**src/rtl/cirs_pkg.sv**
```systemverilog
// ----------------------------------------------------------------------------
// Chunked image receive sequencer package
// Command, status, failure and progress codes, register indexes, reset values
// and the divider status bundle shared by the sequencer, divider and checker.
// ----------------------------------------------------------------------------
package cirs_pkg;

  localparam int DATA_W  = 32;
  localparam int INDEX_W = 16;
  localparam int PCT_W   = 7;

  localparam int unsigned MIN_IMAGE_BYTES_DEF = 32768;

  localparam logic [DATA_W-1:0] CAPACITY_RESET    = 32'd1572864;
  localparam logic [DATA_W-1:0] PAUSE_LIMIT_RESET = 32'd86400;

  localparam logic [7:0] MAGIC_FIRST  = 8'h4F;
  localparam logic [7:0] MAGIC_SECOND = 8'h42;

  localparam logic [PCT_W-1:0] PCT_SCALE = 7'd100;
  localparam logic [PCT_W-1:0] PCT_CAP   = 7'd99;
  localparam logic [PCT_W-1:0] PCT_FULL  = 7'd100;
  localparam logic [PCT_W-1:0] PCT_ZERO  = 7'd0;

  localparam logic REG_CAPACITY    = 1'b0;
  localparam logic REG_PAUSE_LIMIT = 1'b1;

  localparam logic [2:0] CMD_BEGIN     = 3'd0;
  localparam logic [2:0] CMD_CHUNK     = 3'd1;
  localparam logic [2:0] CMD_ABORT     = 3'd2;
  localparam logic [2:0] CMD_LINK_LOST = 3'd3;
  localparam logic [2:0] CMD_TICK      = 3'd4;

  localparam logic [2:0] ST_OK    = 3'd0;
  localparam logic [2:0] ST_ARG   = 3'd1;
  localparam logic [2:0] ST_STATE = 3'd2;
  localparam logic [2:0] ST_SIZE  = 3'd3;
  localparam logic [2:0] ST_FAIL  = 3'd4;

  localparam logic [2:0] FAIL_NONE     = 3'd0;
  localparam logic [2:0] FAIL_HEADER   = 3'd1;
  localparam logic [2:0] FAIL_COUNT    = 3'd2;
  localparam logic [2:0] FAIL_ORDER    = 3'd3;
  localparam logic [2:0] FAIL_OVERFLOW = 3'd4;
  localparam logic [2:0] FAIL_LAST     = 3'd5;

  localparam logic [1:0] PROG_IDLE = 2'd0;
  localparam logic [1:0] PROG_DOWN = 2'd1;
  localparam logic [1:0] PROG_DONE = 2'd2;
  localparam logic [1:0] PROG_ERR  = 2'd3;

  typedef struct packed {
    logic             done;
    logic [PCT_W-1:0] quot;
  } div_stat_t;

endpackage

```
**src/rtl/cirs_div.sv**
```systemverilog
// ----------------------------------------------------------------------------
// Percentage divider
// Restoring divider for received * 100 / total, one quotient bit per cycle.
// The quotient never exceeds 100, so seven steps cover it.
// ----------------------------------------------------------------------------
module cirs_div (
  input  logic                      clk,
  input  logic                      rst,
  input  logic                      start,
  input  logic [31:0]               dividend,
  input  logic [31:0]               divisor,
  output cirs_pkg::div_stat_t       stat
);
  import cirs_pkg::*;

  localparam int NUM_W  = DATA_W + PCT_W;
  localparam int STEP_W = $clog2(PCT_W);

  logic [NUM_W-1:0]  rem;
  logic [NUM_W-2:0]  dsh;
  logic [PCT_W-1:0]  quot;
  logic [STEP_W-1:0] step;
  logic              busy;
  logic              done;
  logic [NUM_W-1:0]  dsh_ext;
  logic              ge;

  assign dsh_ext = {1'b0, dsh};
  assign ge      = rem >= dsh_ext;

  always_ff @(posedge clk) begin
    if (rst) begin
      busy <= 1'b0;
      done <= 1'b0;
    end else begin
      done <= 1'b0;
      if (start) begin
        rem  <= NUM_W'(dividend) * NUM_W'(PCT_SCALE);
        dsh  <= {divisor, (PCT_W-1)'(0)};
        quot <= '0;
        step <= STEP_W'(PCT_W - 1);
        busy <= 1'b1;
      end else if (busy) begin
        if (ge) begin
          rem <= rem - dsh_ext;
        end
        quot <= {quot[PCT_W-2:0], ge};
        dsh  <= dsh >> 1;
        if (step == '0) begin
          busy <= 1'b0;
          done <= 1'b1;
        end else begin
          step <= step - 1'b1;
        end
      end
    end
  end

  assign stat.done = done;
  assign stat.quot = quot;

endmodule

```
**src/rtl/chunked_image_receive_sequencer.sv**
```systemverilog
// ----------------------------------------------------------------------------
// Chunked image receive sequencer
// Session control for receiving a firmware image in numbered chunks: begin,
// chunk header checks, abort, link loss and pause timeout, with progress.
//
//   channel | direction | handshake            | payload
//   --------+-----------+----------------------+------------------------------
//   cfg     | in        | cfg_we               | cfg_index, cfg_data
//   in      | in        | in_valid / in_ready  | cmd .. payload_length
//   out     | out       | out_valid / out_ready| status .. failure_reason
//
// A chunk that leaves the image unfinished passes through S_START and the
// 7-step percentage divider before S_EMIT; every other transaction goes from
// S_IDLE straight to S_EMIT.
// One transaction at a time: in_ready is high only while the sequencer idles.
// A stalled result holds in the output register; the next transaction is
// taken meanwhile, and its result waits until the register frees.
// Reset (rst, synchronous) returns to no session and the register defaults.
// ----------------------------------------------------------------------------
module chunked_image_receive_sequencer #(
  parameter int unsigned MIN_IMAGE_BYTES = cirs_pkg::MIN_IMAGE_BYTES_DEF
) (
  input  logic        clk,
  input  logic        rst,
  input  logic        cfg_we,
  input  logic        cfg_index,
  input  logic [31:0] cfg_data,
  input  logic        in_valid,
  output logic        in_ready,
  input  logic [2:0]  cmd,
  input  logic [31:0] image_size,
  input  logic [7:0]  magic_first,
  input  logic [7:0]  magic_second,
  input  logic [15:0] chunk_index,
  input  logic [15:0] chunk_count,
  input  logic [15:0] payload_length,
  output logic        out_valid,
  input  logic        out_ready,
  output logic [2:0]  status,
  output logic        accept_payload,
  output logic        image_complete,
  output logic        session_open,
  output logic        session_paused,
  output logic        receiving_now,
  output logic [31:0] bytes_received,
  output logic [31:0] image_total,
  output logic [15:0] expected_chunk,
  output logic [6:0]  percent_done,
  output logic [1:0]  progress_state,
  output logic [2:0]  failure_reason
);
  import cirs_pkg::*;

  typedef enum logic [1:0] {S_IDLE, S_START, S_DIVIDE, S_EMIT} state_t;
  typedef enum logic [1:0] {LM_IDLE, LM_RX, LM_PAUSED} link_mode_t;

  state_t             state;
  link_mode_t         link_mode, link_mode_next;
  logic [DATA_W-1:0]  partition_capacity;
  logic [DATA_W-1:0]  pause_limit_ticks;
  logic [DATA_W-1:0]  received_count, received_count_next;
  logic [DATA_W-1:0]  expected_total, expected_total_next;
  logic [INDEX_W-1:0] expected_index, expected_index_next;
  logic [INDEX_W-1:0] announced_count, announced_count_next;
  logic               count_known, count_known_next;
  logic [PCT_W-1:0]   progress_percent, progress_percent_next;
  logic [1:0]         progress_mode, progress_mode_next;
  logic [2:0]         last_failure, last_failure_next;
  logic [DATA_W-1:0]  pause_ticks, pause_ticks_next;
  logic [2:0]         res_status, res_status_next;
  logic               res_accept, res_accept_next;
  logic               res_complete, res_complete_next;
  logic               div_need_next;

  logic               do_fail, do_abort;
  logic [2:0]         fail_code;
  logic [DATA_W:0]    sum;
  logic [DATA_W-1:0]  tick_count;
  link_mode_t         mode_now;
  logic               open_now;
  div_stat_t          div_stat;

  assign in_ready = (state == S_IDLE);
  assign sum      = {1'b0, received_count} + (DATA_W+1)'(payload_length);
  assign open_now = (link_mode == LM_RX) || (link_mode == LM_PAUSED);

  cirs_div u_div (
    .clk      (clk),
    .rst      (rst),
    .start    (state == S_START),
    .dividend (received_count),
    .divisor  (expected_total),
    .stat     (div_stat)
  );

  always_comb begin
    link_mode_next        = link_mode;
    received_count_next   = received_count;
    expected_total_next   = expected_total;
    expected_index_next   = expected_index;
    announced_count_next  = announced_count;
    count_known_next      = count_known;
    progress_percent_next = progress_percent;
    progress_mode_next    = progress_mode;
    last_failure_next     = last_failure;
    pause_ticks_next      = pause_ticks;
    res_status_next       = ST_OK;
    res_accept_next       = 1'b0;
    res_complete_next     = 1'b0;
    div_need_next         = 1'b0;
    do_fail               = 1'b0;
    do_abort              = 1'b0;
    fail_code             = FAIL_NONE;
    mode_now              = link_mode;
    tick_count            = (pause_ticks == '1) ? pause_ticks : pause_ticks + 1'b1;

    case (cmd)
      CMD_BEGIN: begin
        if (link_mode != LM_IDLE) begin
          res_status_next = ST_STATE;
        end else if (image_size < DATA_W'(MIN_IMAGE_BYTES)) begin
          res_status_next = ST_ARG;
        end else if (image_size > partition_capacity) begin
          res_status_next = ST_SIZE;
        end else begin
          link_mode_next        = LM_RX;
          count_known_next      = 1'b0;
          expected_index_next   = '0;
          received_count_next   = '0;
          pause_ticks_next      = '0;
          expected_total_next   = image_size;
          announced_count_next  = '0;
          progress_mode_next    = PROG_DOWN;
          progress_percent_next = PCT_ZERO;
          last_failure_next     = FAIL_NONE;
        end
      end
      CMD_CHUNK: begin
        if (payload_length == '0 || magic_first != MAGIC_FIRST ||
            magic_second != MAGIC_SECOND) begin
          res_status_next = ST_ARG;
        end else begin
          if (link_mode == LM_PAUSED) begin
            mode_now         = LM_RX;
            link_mode_next   = LM_RX;
            pause_ticks_next = '0;
          end
          if (mode_now != LM_RX) begin
            res_status_next = ST_STATE;
          end else if (chunk_count == '0 || chunk_index >= chunk_count) begin
            do_fail         = 1'b1;
            fail_code       = FAIL_HEADER;
            res_status_next = ST_ARG;
          end else begin
            if (chunk_index == '0) begin
              announced_count_next = chunk_count;
              count_known_next     = 1'b1;
            end
            if (chunk_index != '0 && !count_known) begin
              res_status_next = ST_STATE;
            end else if (chunk_index != '0 && chunk_count != announced_count) begin
              do_fail         = 1'b1;
              fail_code       = FAIL_COUNT;
              res_status_next = ST_STATE;
            end else if (chunk_index != expected_index) begin
              do_fail         = 1'b1;
              fail_code       = FAIL_ORDER;
              res_status_next = ST_STATE;
            end else if (sum > {1'b0, expected_total}) begin
              do_fail         = 1'b1;
              fail_code       = FAIL_OVERFLOW;
              res_status_next = ST_SIZE;
            end else begin
              res_accept_next     = 1'b1;
              received_count_next = sum[DATA_W-1:0];
              expected_index_next = expected_index + 1'b1;
              if (sum[DATA_W-1:0] == expected_total) begin
                if (chunk_index != chunk_count - 1'b1) begin
                  do_fail         = 1'b1;
                  fail_code       = FAIL_LAST;
                  res_status_next = ST_FAIL;
                end else begin
                  link_mode_next        = LM_IDLE;
                  count_known_next      = 1'b0;
                  progress_percent_next = PCT_FULL;
                  progress_mode_next    = PROG_DONE;
                  res_complete_next     = 1'b1;
                end
              end else begin
                div_need_next = 1'b1;
              end
            end
          end
        end
      end
      CMD_ABORT: begin
        if (open_now) begin
          do_abort = 1'b1;
        end else begin
          res_status_next = ST_STATE;
        end
      end
      CMD_LINK_LOST: begin
        if (link_mode == LM_RX) begin
          link_mode_next   = LM_PAUSED;
          pause_ticks_next = '0;
        end
      end
      CMD_TICK: begin
        if (link_mode == LM_PAUSED) begin
          pause_ticks_next = tick_count;
          if (tick_count >= pause_limit_ticks) begin
            do_abort = 1'b1;
          end
        end
      end
      default: begin
        res_status_next = ST_ARG;
      end
    endcase

    if (do_fail || do_abort) begin
      link_mode_next      = LM_IDLE;
      count_known_next    = 1'b0;
      expected_index_next = '0;
      received_count_next = '0;
      expected_total_next = '0;
      pause_ticks_next    = '0;
    end
    if (do_fail) begin
      progress_mode_next = PROG_ERR;
      last_failure_next  = fail_code;
    end
    if (do_abort) begin
      progress_mode_next    = PROG_IDLE;
      progress_percent_next = PCT_ZERO;
      last_failure_next     = FAIL_NONE;
    end
  end

  always_ff @(posedge clk) begin
    if (rst) begin
      state              <= S_IDLE;
      out_valid          <= 1'b0;
      partition_capacity <= CAPACITY_RESET;
      pause_limit_ticks  <= PAUSE_LIMIT_RESET;
      link_mode          <= LM_IDLE;
      received_count     <= '0;
      expected_total     <= '0;
      expected_index     <= '0;
      announced_count    <= '0;
      count_known        <= 1'b0;
      progress_percent   <= PCT_ZERO;
      progress_mode      <= PROG_IDLE;
      last_failure       <= FAIL_NONE;
      pause_ticks        <= '0;
    end else begin
      if (cfg_we) begin
        case (cfg_index)
          REG_CAPACITY:    partition_capacity <= cfg_data;
          REG_PAUSE_LIMIT: pause_limit_ticks  <= cfg_data;
          default: ;
        endcase
      end
      if (out_valid && out_ready && state != S_EMIT) begin
        out_valid <= 1'b0;
      end
      case (state)
        S_IDLE: begin
          if (in_valid) begin
            link_mode        <= link_mode_next;
            received_count   <= received_count_next;
            expected_total   <= expected_total_next;
            expected_index   <= expected_index_next;
            announced_count  <= announced_count_next;
            count_known      <= count_known_next;
            progress_percent <= progress_percent_next;
            progress_mode    <= progress_mode_next;
            last_failure     <= last_failure_next;
            pause_ticks      <= pause_ticks_next;
            res_status       <= res_status_next;
            res_accept       <= res_accept_next;
            res_complete     <= res_complete_next;
            state            <= div_need_next ? S_START : S_EMIT;
          end
        end
        S_START: begin
          state <= S_DIVIDE;
        end
        S_DIVIDE: begin
          if (div_stat.done) begin
            progress_percent <= (div_stat.quot > PCT_CAP) ? PCT_CAP : div_stat.quot;
            state            <= S_EMIT;
          end
        end
        S_EMIT: begin
          if (!out_valid || out_ready) begin
            out_valid      <= 1'b1;
            status         <= res_status;
            accept_payload <= res_accept;
            image_complete <= res_complete;
            session_open   <= open_now;
            session_paused <= (link_mode == LM_PAUSED);
            receiving_now  <= (link_mode == LM_RX);
            bytes_received <= open_now ? received_count : '0;
            image_total    <= open_now ? expected_total : '0;
            expected_chunk <= open_now ? expected_index : '0;
            if (open_now) begin
              percent_done <= (progress_percent > PCT_CAP) ? PCT_CAP : progress_percent;
            end else begin
              percent_done <= (progress_mode == PROG_DONE) ? PCT_FULL : PCT_ZERO;
            end
            progress_state <= progress_mode;
            failure_reason <= last_failure;
            state          <= S_IDLE;
          end
        end
        default: begin
          state <= S_IDLE;
        end
      endcase
    end
  end

endmodule

```
**config.mk**
```make
export PLATFORM = sky130hd
export DESIGN_NAME = chunked_image_receive_sequencer
export DESIGN_NICKNAME = d
export VERILOG_FILES = /design/src/rtl/cirs_pkg.sv /design/src/rtl/cirs_div.sv /design/src/rtl/chunked_image_receive_sequencer.sv
export SDC_FILE = /design/constraint.sdc
export NUM_CORES = 1
export LEC_CHECK = 0
export BUFFER_PORTS_ARGS = -buffer_cell sky130_fd_sc_hd__buf_2
export CORE_ASPECT_RATIO = 1.5
export CORE_UTILIZATION = 29
export CTS_CLUSTER_DIAMETER = 120
export DETAILED_ROUTE_END_ITERATION = 6
export PLACE_DENSITY_LB_ADDON = 0.25
export SETUP_SLACK_MARGIN = 0.4
export SYNTH_ARGS = -nofsm -noshare
export SYNTH_HDL_FRONTEND = slang
export SYNTH_SLANG_ARGS = --single-unit
```
**constraint.sdc**
```tcl
create_clock -name clk -period 8.6 [get_ports clk]
set_input_delay 0.86 -clock clk [delete_from_list [all_inputs] [get_ports clk]]
set_output_delay 0.86 -clock clk [all_outputs]
set_load 0.01 [all_outputs]
```
# Word-level counts from Yosys, hierarchy flattened
# Index checks and enable logic that the tools add are counted.
# W data, S select, Z words.
[word_totals]
reg_bits = 404
inputBits = 137
output_inout_bits = 102
[classes]
add_sub_neg = 6
n_mul = 1
order_cmp = 8
n_eq_ne = 74
n_mux = 182
bitwise = 5
n_reduce_logical = 51
[op_table]
columns = ["operator", "n"]
rows = [
  ["$mux W32", 22],
  ["$mux W16", 15],
  ["$mux W7", 20],
  ["$pmux W32 S4", 1],
  ["$mux W39", 3],
  ["$ne A4 B4 Y1 const B", 24],
  ["$mux W3", 27],
  ["$mux W38", 2],
  ["$mux W2", 36],
  ["$pmux W16 S2", 2],
  ["$pmux W32 S2", 1],
  ["$logic_not A16 Y1", 3],
  ["$ne A16 B16 Y1", 3],
  ["$ne A3 B3 Y1 const B", 16],
  ["$mux W1", 45],
  ["$ge A39 B38 Y1", 1],
  ["$sub A39 B38 Y39", 1],
  ["$mul A32 B5 Y37 const B", 1],
  ["$add A32 B16 Y33", 1],
  ["$gt A33 B32 Y1", 1],
  ["$add A32 B1 Y32 const B", 1],
  ["$eq A32 B32 Y1", 1],
  ["$eq A32 B32 Y1 const B", 1],
  ["$ge A32 B32 Y1", 1],
  ["46 further kinds", 98],
]

# Logic depth before layout (Yosys ltp)
# Gate-level depths: netlist of the first run.
[depth]
ltp_word = 15
depth_mapped = 27

# Modules after synthesis
# A second synthesis of the first run with hierarchy kept.
[unflattened]
cells_unflattened = 3150
hier_area_um2 = 27298.7
[by_module_without_submodules]
columns = ["mod", "instances", "cells_each", "area_each_um2", "seq_area_each_um2"]
rows = [
  ["chunked_image_receive_sequencer", 1, 2084, 17860.9, 7357.1],
  ["cirs_div", 1, 1066, 9437.8, 2652.5],
]

# Least setup slack after synthesis of the first run
# No wires, ideal clock.
[synth_timing]
path_kind = "input port to flip-flop"
startpoint = "input rst"
endpoint = "register accept_payload, enable pin"
setup_ps = 702
arrival_ps = 8615
t_required_ps = 7898
slack_ps = -717
cell_stages = 3
path_buffers = 2
path_cell_list = "clkbuf_1 > clkbuf_1 > nor3b_1"
[synth_between]
elab_chain_cells = 2
[synth_lines]
columns = ["element", "line", "text"]
rows = [
  ["from (decl)", "chunked_image_receive_sequencer.sv:24", "input logic rst,"],
  ["$not A1 Y1 (no line)", "--", ""],
  ["$reduce_and A3 Y1 (no line)", "--", ""],
  ["to (signal assigned)", "chunked_image_receive_sequencer.sv:300", "accept_payload <= res_accept;"],
  ["to (decl)", "chunked_image_receive_sequencer.sv:40", "output logic accept_payload,"],
]
# No other way between the ends.
# A chain may end at the register's enable or synchronous reset.

# Final worst setup path of the first run
[layout_timing]
startpoint = "register received_count[0]"
endpoint = "register expected_total[16]"
[layout_between]
elab_chain_cells = 14
word_cells_on_any_way = 19
cone_classes = "1 x add/sub; 1 x order compare; 4 x eq/ne; 10 x mux; 3 x reduce/logical"
[layout_lines]
columns = ["element", "line", "text"]
rows = [
  ["from (decl)", "chunked_image_receive_sequencer.sv:61", "logic [DATA_W-1:0] received_count, received_count_next;"],
  ["from (signal assigned)", "chunked_image_receive_sequencer.sv:272", "received_count <= received_count_next;"],
  ["$add A32 B16 Y33 *", "chunked_image_receive_sequencer.sv:84", "assign sum = {1'b0, received_count} + (DATA_W+1)'(payload_length);"],
  ["branches (longest 2 deep; another with $gt A33 B32 Y1)", "--", ""],
  ["$mux W1 *", "chunked_image_receive_sequencer.sv:169", "end else if (sum > {1'b0, expected_total}) begin"],
  ["$mux W1 *", "chunked_image_receive_sequencer.sv:165", "end else if (chunk_index != expected_index) begin"],
  ["$mux W1 *", "chunked_image_receive_sequencer.sv:161", "end else if (chunk_index != '0 && chunk_count != announced_count) begin"],
  ["$mux W1 *", "chunked_image_receive_sequencer.sv:159", "if (chunk_index != '0 && !count_known) begin"],
  ["$mux W1 *", "chunked_image_receive_sequencer.sv:150", "end else if (chunk_count == '0 || chunk_index >= chunk_count) begin"],
  ["$mux W1 *", "chunked_image_receive_sequencer.sv:148", "if (mode_now != LM_RX) begin"],
  ["$mux W1 *", "chunked_image_receive_sequencer.sv:139", "if (payload_length == '0 || magic_first != MAGIC_FIRST ||"],
  ["$mux W1 *", "chunked_image_receive_sequencer.sv:117", "case (cmd)"],
  ["$logic_or A1 B1 Y1 *", "chunked_image_receive_sequencer.sv:222", "if (do_fail || do_abort) begin"],
  ["$ne A2 B1 Y1 (no line) / $reduce_bool A2 Y1 (equally long branches)", "--", ""],
  ["$reduce_and A6 Y1 (no line)", "--", ""],
  ["to (signal assigned)", "chunked_image_receive_sequencer.sv:273", "expected_total <= expected_total_next;"],
  ["to (decl)", "chunked_image_receive_sequencer.sv:62", "logic [DATA_W-1:0] expected_total, expected_total_next;"],
]
# Mark *: on every way between the ends.

==> results_dict.tcl, run 1 <==
set metrics [dict create \
    outcome "completed" \
    antenna_found_initial 4 \
    syn_nets 3422 \
    die_height_um 372 \
    die_w_um 249 \
    clock_sinks 404 \
    cpPeakStageDelay_ns 0.93 \
    dp_cells 4276 \
    synth_area_leaders "edfxtp_1 22%, dfxtp_1 16%, ha_1 13%" \
    gp_congestion 0.948 \
    worstSetupStartpointType "flip-flop" \
    cts_resized 0 \
    wirelength_um 85700 \
    row_count 135 \
    postCtsHoldBufs 0 \
    yosysSeqAreaShare 0.377 \
    r2r-end "expected_total[16]$_SDFFE_PP0P_" \
    synth.most_common_cell "inv_1" \
    synth_edf_count 192 \
    yosys.area.top_type_share 0.217 \
    io_buffers 238 \
    gr-total-overflow 0 \
    yosys_register_bits 404 \
    maxCapViolations 0 \
    hold_slack_ns 0.445 \
    ant_nets 0 \
    hpwl_um 66100 \
    peakVddDrop_mv 0.135 \
    htreeDepth 2 \
    total_power_uw 6190 \
    cts_tree "yes" \
    timing.rr.start "received_count[0]$_SDFFE_PP0P_" \
    initial_core_util 0.293 \
    clk_latency_ns 0.63 \
    avgSynthCellArea_um2 8.92 \
    hold_start "res_status[1]$_DFFE_PP_" \
    hold_end "status[1]$_DFFE_PP_" \
    r2r_cells 21 \
    min_period_ns 7.09 \
    cp_max_fo 13 \
    synthCells 2976 \
    layout-drive-gt1-share 0.115 \
    worst_pin_slew_ns 1.23 \
    ys_warn_count 0 \
    grt_max_degree 92 \
    maxSlewHeadroom 0.180 \
    cp_cell_sequence "ha_1, a21o_1, a21oi_1, o21a_1, nor4_1, nor3b_1, o31ai_1, nor2b_1, xnor2_1, ha_1, nand4_1, nor4_1, a21oi_1, o21ai_0, o41ai_1, a21oi_1, o41ai_2, o21ai_1, a31oi_1, o21ai_0, a21oi_1" \
    syn2layout_area_growth_pct 14.5 \
    nNetsFinal 3605 \
    synth_common_cells "333 x inv_1, 312 x nand2_1, 280 x ha_1" \
    async_flop_share 0 \
    critPathKind "flip-flop to flip-flop" \
    grt_setup_unrepaired "false" \
    reg2reg_slack_ns 1.51 \
    grt_use_total 0.181 \
    synth_area_mm2 0.0265 \
    slowest_stage "a31oi_1" \
    cp_common_cell "a21oi_1" \
    post-route-period-util 0.824 \
    fmax_ghz 0.141 \
    synth_top_area_cell "edfxtp_1" \
    core_mm2 0.0905 \
    grt_pass1_wl_um 129000 \
    fin_setup_tns_ns 0 \
    power_density_mw_per_mm2 204 \
    cts_buffers 45 \
    root_buffer "clkbuf_16" \
    critPathRequiredTime_ns 9.14 \
    synth-main-ff-cell "dfxtp_1" \
    num_io_pins 239 \
    dp_slack_ns 1.15 \
    die-area_mm2 0.0927 \
    finalHoldViolations 0 \
    drcViolationCount 0 \
    skew_ns 0.0236 \
    finalSetupViolCount 0 \
    setup_slack_ns 1.51 \
    hp-class "flip-flop to flip-flop" \
    post_cts_buffers 0 \
    fin_cells 4361 \
    avgRoutedWirePerCell_um 19.7 \
    num_vias 21800 \
    leakagePower_uw 0.0126 \
    hold_path_depth 0 \
    cts.clk_slew.worst_paths_ns 0.07 \
    grt_pass1_vias 21300 \
    synthDistinctLibCells 86 \
    clock_path_buffers 3 \
    drt_iter0_drc 1221 \
    endpoint_kind "flip-flop" \
    arrival_ns 7.63 \
    routed_via_density 5.00 \
    drt_pass1_iterations 5 \
    drv_slew 0 \
]
==> state kept, by name, indices dropped and copies added, names as in the netlist, 7 cells and up <==
signal              cells
announced_count        16
bytes_received         32
expected_chunk         16
expected_index         16
expected_total         32
image_total            32
partition_capacity     32
pause_limit_ticks      32
pause_ticks            32
percent_done            7
progress_percent        7
received_count         32
u_div.dsh              38
u_div.quot              7
u_div.rem              39
==> critical path: cells and delay by family (launching register included) <==
family,cells,cell delay [ns]
compound gates,13,4.29
simple gates,5,1.50
fa+ha+maj,2,0.52
flops,1,0.51
xor+xnor,1,0.19
==> per-stage QoR <==
step / area [um^2] / utilization
after floorplan: 26500 / -
after global placement: 28900 / 0.319
after detailed placement: 28900 / 0.319
after CTS: 30400 / 0.336
after global routing: 30400 / 0.336
final: 30400 / 0.336
==> placed cells by master, fill, tap and decap left out, types with 29 or more instances in the layout <==
cell       netlist  final
nor3_1          30     29
and2_1          93     93
xnor2_1        129    129
clkbuf_16        0     45
dfxtp_1        212    212
nand4_1         62     62
nor2_1         144    141
xor2_1          42     42
a21oi_1        248    248
ha_1           280    278
a21o_1          67     67
buf_2            8    237
nand3_1         87     87
o21ai_0        140    140
inv_1          333    333
fa_1            29     29
nand2_1        312    312
edfxtp_1       192    192
==> logic make-up after synthesis <==
kind of cell | after synthesis | synth area share
muxes | 6 | 0.00226
and+or+nand+nor | 913 | 0.172
AOI/OAI and AO/OA | 719 | 0.173
buffers and inverters | 454 | 0.0656
DFF | 404 | 0.377
adders and majority gates | 309 | 0.154
xor gates and xnor gates | 171 | 0.0564
==> cell type report <==
cell class                      instances  area (um^2)
Sequential cell                       404        10000
Fill cell                            9485        60200
Antenna cell                            1         2.50
Clock buffer                           59         1240
Clock inverter                         25          233
Multi-Input combinational cell       2118        14900
Inverter                              334         1250
Timing Repair Buffer                  256         1330
Tap cell                             1164         1460
==> power breakdown <==
part / internal, uW / switching (uW) / total (uW)
Sequential: 2340 / 88.7 / 2430
Clock: 1090 / 893 / 1980
Combinational: 673 / 1110 / 1780
==> worst max-delay path by stage <==
stage,startpoint,to,slack (ns),depth (start not counted)
6_report,received_count[0]$_SDFFE_PP0P_,expected_total[16]$_SDFFE_PP0P_,1.51,21
3_3_place_gp,payload_length[1],pause_ticks[3]$_SDFFE_PP0P_,1.34,24
4_1_cts,received_count[0]$_SDFFE_PP0P_,expected_total[20]$_SDFFE_PP0P_,1.55,22
2_1_floorplan,payload_length[1],pause_ticks[17]$_SDFFE_PP0P_,2.78,25
3_5_place_dp,payload_length[1],expected_total[20]$_SDFFE_PP0P_,1.15,23
5_1_grt,received_count[0]$_SDFFE_PP0P_,expected_total[20]$_SDFFE_PP0P_,0.87,22
==> metal layers <==
metal | vias to the layer above | wire length [um] | global-route usage
met2 | 342 | 46800 | 0.356
li1 | 10900 | - | -
met4 | 6 | 3330 | 0.0742
met1 | 10400 | 33400 | 0.194
met5 | - | 26 | 0
met3 | 132 | 2230 | 0.0210
(Power assumes the default switching activity.)
==> run 2, diff against run 1 <==
--- a/config.mk
+++ b/config.mk
@@ -5,6 +5,7 @@
 export SDC_FILE = /design/constraint.sdc
 export NUM_CORES = 1
 export LEC_CHECK = 0
+export ABC_AREA = 1
 export BUFFER_PORTS_ARGS = -buffer_cell sky130_fd_sc_hd__buf_2
 export CORE_ASPECT_RATIO = 1.5
 export CORE_UTILIZATION = 29
==> constraint.sdc (replaced) <==
create_clock -name clk -period 6.15 [get_ports clk]
set_input_delay 0.615 -clock clk [delete_from_list [all_inputs] [get_ports clk]]
set_output_delay 0.615 -clock clk [all_outputs]
set_load 0.01 [all_outputs]
==> results_dict.tcl, run 2 <==
set metrics [dict create \
    outcome "completed" \
    clock_path_buffers 3 \
    layout-drive-gt1-share 0.0982 \
    io_buffers 238 \
    dp_slack_ns 0.0857 \
    setup_slack_ns 0.777 \
    drv_slew 0 \
    syn_nets 4425 \
    synthCells 3979 \
    postCtsHoldBufs 0 \
    worstSetupStartpointType "flip-flop" \
    leakagePower_uw 0.0156 \
    clk_latency_ns 0.62 \
    arrival_ns 5.83 \
    wirelength_um 97800 \
    syn2layout_area_growth_pct 15.1 \
    synth.most_common_cell "nand2_1" \
    peakVddDrop_mv 0.204 \
    endpoint_kind "flip-flop" \
    synth_area_leaders "edfxtp_1 20%, dfxtp_1 15%, ha_1 12%" \
    gp_congestion 0.932 \
    grt_use_total 0.193 \
    maxCapViolations 0 \
    cp_common_cell "nand2_1" \
    initial_core_util 0.293 \
    nNetsFinal 4636 \
    clock_sinks 404 \
    skew_ns 0.0316 \
    cts_buffers 45 \
    antenna_found_initial 5 \
    num_io_pins 239 \
    drt_pass1_iterations 5 \
    cpPeakStageDelay_ns 0.38 \
    critPathKind "flip-flop to flip-flop" \
    hpwl_um 77300 \
    root_buffer "clkbuf_16" \
    die_w_um 260 \
    hp-class "primary input to flip-flop" \
    avgRoutedWirePerCell_um 17.7 \
    critPathRequiredTime_ns 6.61 \
    slowest_stage "dfxtp_1" \
    die-area_mm2 0.101 \
    synthDistinctLibCells 56 \
    synth_area_mm2 0.0289 \
    yosysSeqAreaShare 0.347 \
    finalHoldViolations 0 \
    synth_common_cells "895 x nand2_1, 692 x inv_1, 375 x nor2_1" \
    largest-register "u_div.rem" \
    die_height_um 388 \
    routed_via_density 4.76 \
    grt_pass1_wl_um 150000 \
    synth_top_area_cell "edfxtp_1" \
    ant_nets 0 \
    largest_reg_flops 39 \
    post-route-period-util 0.874 \
    gr-total-overflow 0 \
    avgSynthCellArea_um2 7.25 \
    cp_max_fo 24 \
    min_period_ns 5.37 \
    drt_iter0_drc 1276 \
    worst_pin_slew_ns 1.09 \
    post-route-util 0.337 \
    cts.clk_slew.worst_paths_ns 0.06 \
    row_count 141 \
    yosys.area.top_type_share 0.200 \
    synth-main-ff-cell "dfxtp_1" \
    fmax_ghz 0.186 \
    grt_setup_unrepaired "false" \
    async_flop_share 0 \
    maxSlewHeadroom 0.269 \
    core_mm2 0.0986 \
    ys_warn_count 0 \
    fin_setup_tns_ns 0 \
    antennaDiodeCount 0 \
    drcViolationCount 0 \
    power_density_mw_per_mm2 300 \
    synth_edf_count 192 \
    final_common_cell "nand2_1" \
    finalSetupViolCount 0 \
    num_vias 26200 \
    reg_top3 "u_div.rem: 39 flops, u_div.dsh: 38 flops" \
    htreeDepth 2 \
    final_cell_mix "893 x nand2_1, 690 x inv_1, 369 x nor2_1" \
    yosys_register_bits 404 \
    cts_tree "yes" \
    grt_max_degree 95 \
    grt_pass1_vias 26200 \
]
==> run 2: per-stage QoR <==
stage | total power [uW] | instances | area [um^2] | hold slack [ns]
2_1_floorplan | 5980 | 3979 | 28900 | 0.400
3_3_place_gp | 7070 | 5428 | 31600 | 0.431
3_5_place_dp | 7100 | 5428 | 31600 | 0.409
4_1_cts | 10100 | 5512 | 33200 | 0.206
5_1_grt | 10700 | 5514 | 33200 | 0.239
6_report | 9970 | 5514 | 33200 | 0.255
==> run 2: cell families after synthesis <==
kind of cell	synth area share
fa+ha+maj	0.141
compound gates	0.124
xor+xnor	0.0346
buf+inv	0.111
flops	0.347
simple gates	0.242
mux	0.000737
==> run 2: what timing repair did <==
item	CTS	global route
buffers inserted	0	2
gates resized for setup	1	8
pin swaps	0	1
gates cloned	0	0
endpoints found under the setup margin	44	119
==> run 2: area by class of cell <==
class / count / area, um^2
inverters: 698 / 2620
clock buffers: 64 / 1340
well taps: 1287 / 1610
clock inverters: 20 / 221
flip-flops and latches: 404 / 10000
multi-input cells: 2752 / 15800
fillers: 10700 / 65400
repair buffers: 289 / 1660
==> run 2: power breakdown <==
group          switching, uW  internal (uW)  leakage (uW)  total [uW]
logic                   2380           1180        0.0113        3560
registers                186           3310       0.00355        3500
clock network           1260           1660      0.000757        2910
total                   3820           6150        0.0156        9970
==> run 2: worst paths after layout <==
check / startpoint / to / slack [ns] / depth (start not counted)
worst max register to register: received_count[2]$_SDFFE_PP0P_ / received_count[0]$_SDFFE_PP0P_ / 0.78 / 33
worst max-delay path: received_count[2]$_SDFFE_PP0P_ / received_count[0]$_SDFFE_PP0P_ / 0.78 / 33
worst min register to register: u_div.busy$_SDFF_PP0_ / u_div.done$_SDFF_PP0_ / 0.44 / 2
worst min-delay path: cfg_data[12] / pause_limit_ticks[12]$_SDFFE_PP1P_ / 0.26 / 3
==> run 2: routing by layer <==
metal  track usage  share of wire
met1         0.210           0.39
met2         0.359           0.52
met3        0.0258          0.038
met4        0.0969          0.054
met5             0        0.00053
==> run 2: critical path, delay by kind of cell (launching register included) <==
kind / cells / cell delay [ns]
AO/OA/AOI/OAI: 5 / 0.79
AND/OR/NAND/NOR: 20 / 2.47
adder cells (fa/ha/maj): 2 / 0.68
flip-flops: 1 / 0.38
XOR/XNOR: 1 / 0.14
buffers and inverters: 5 / 0.70
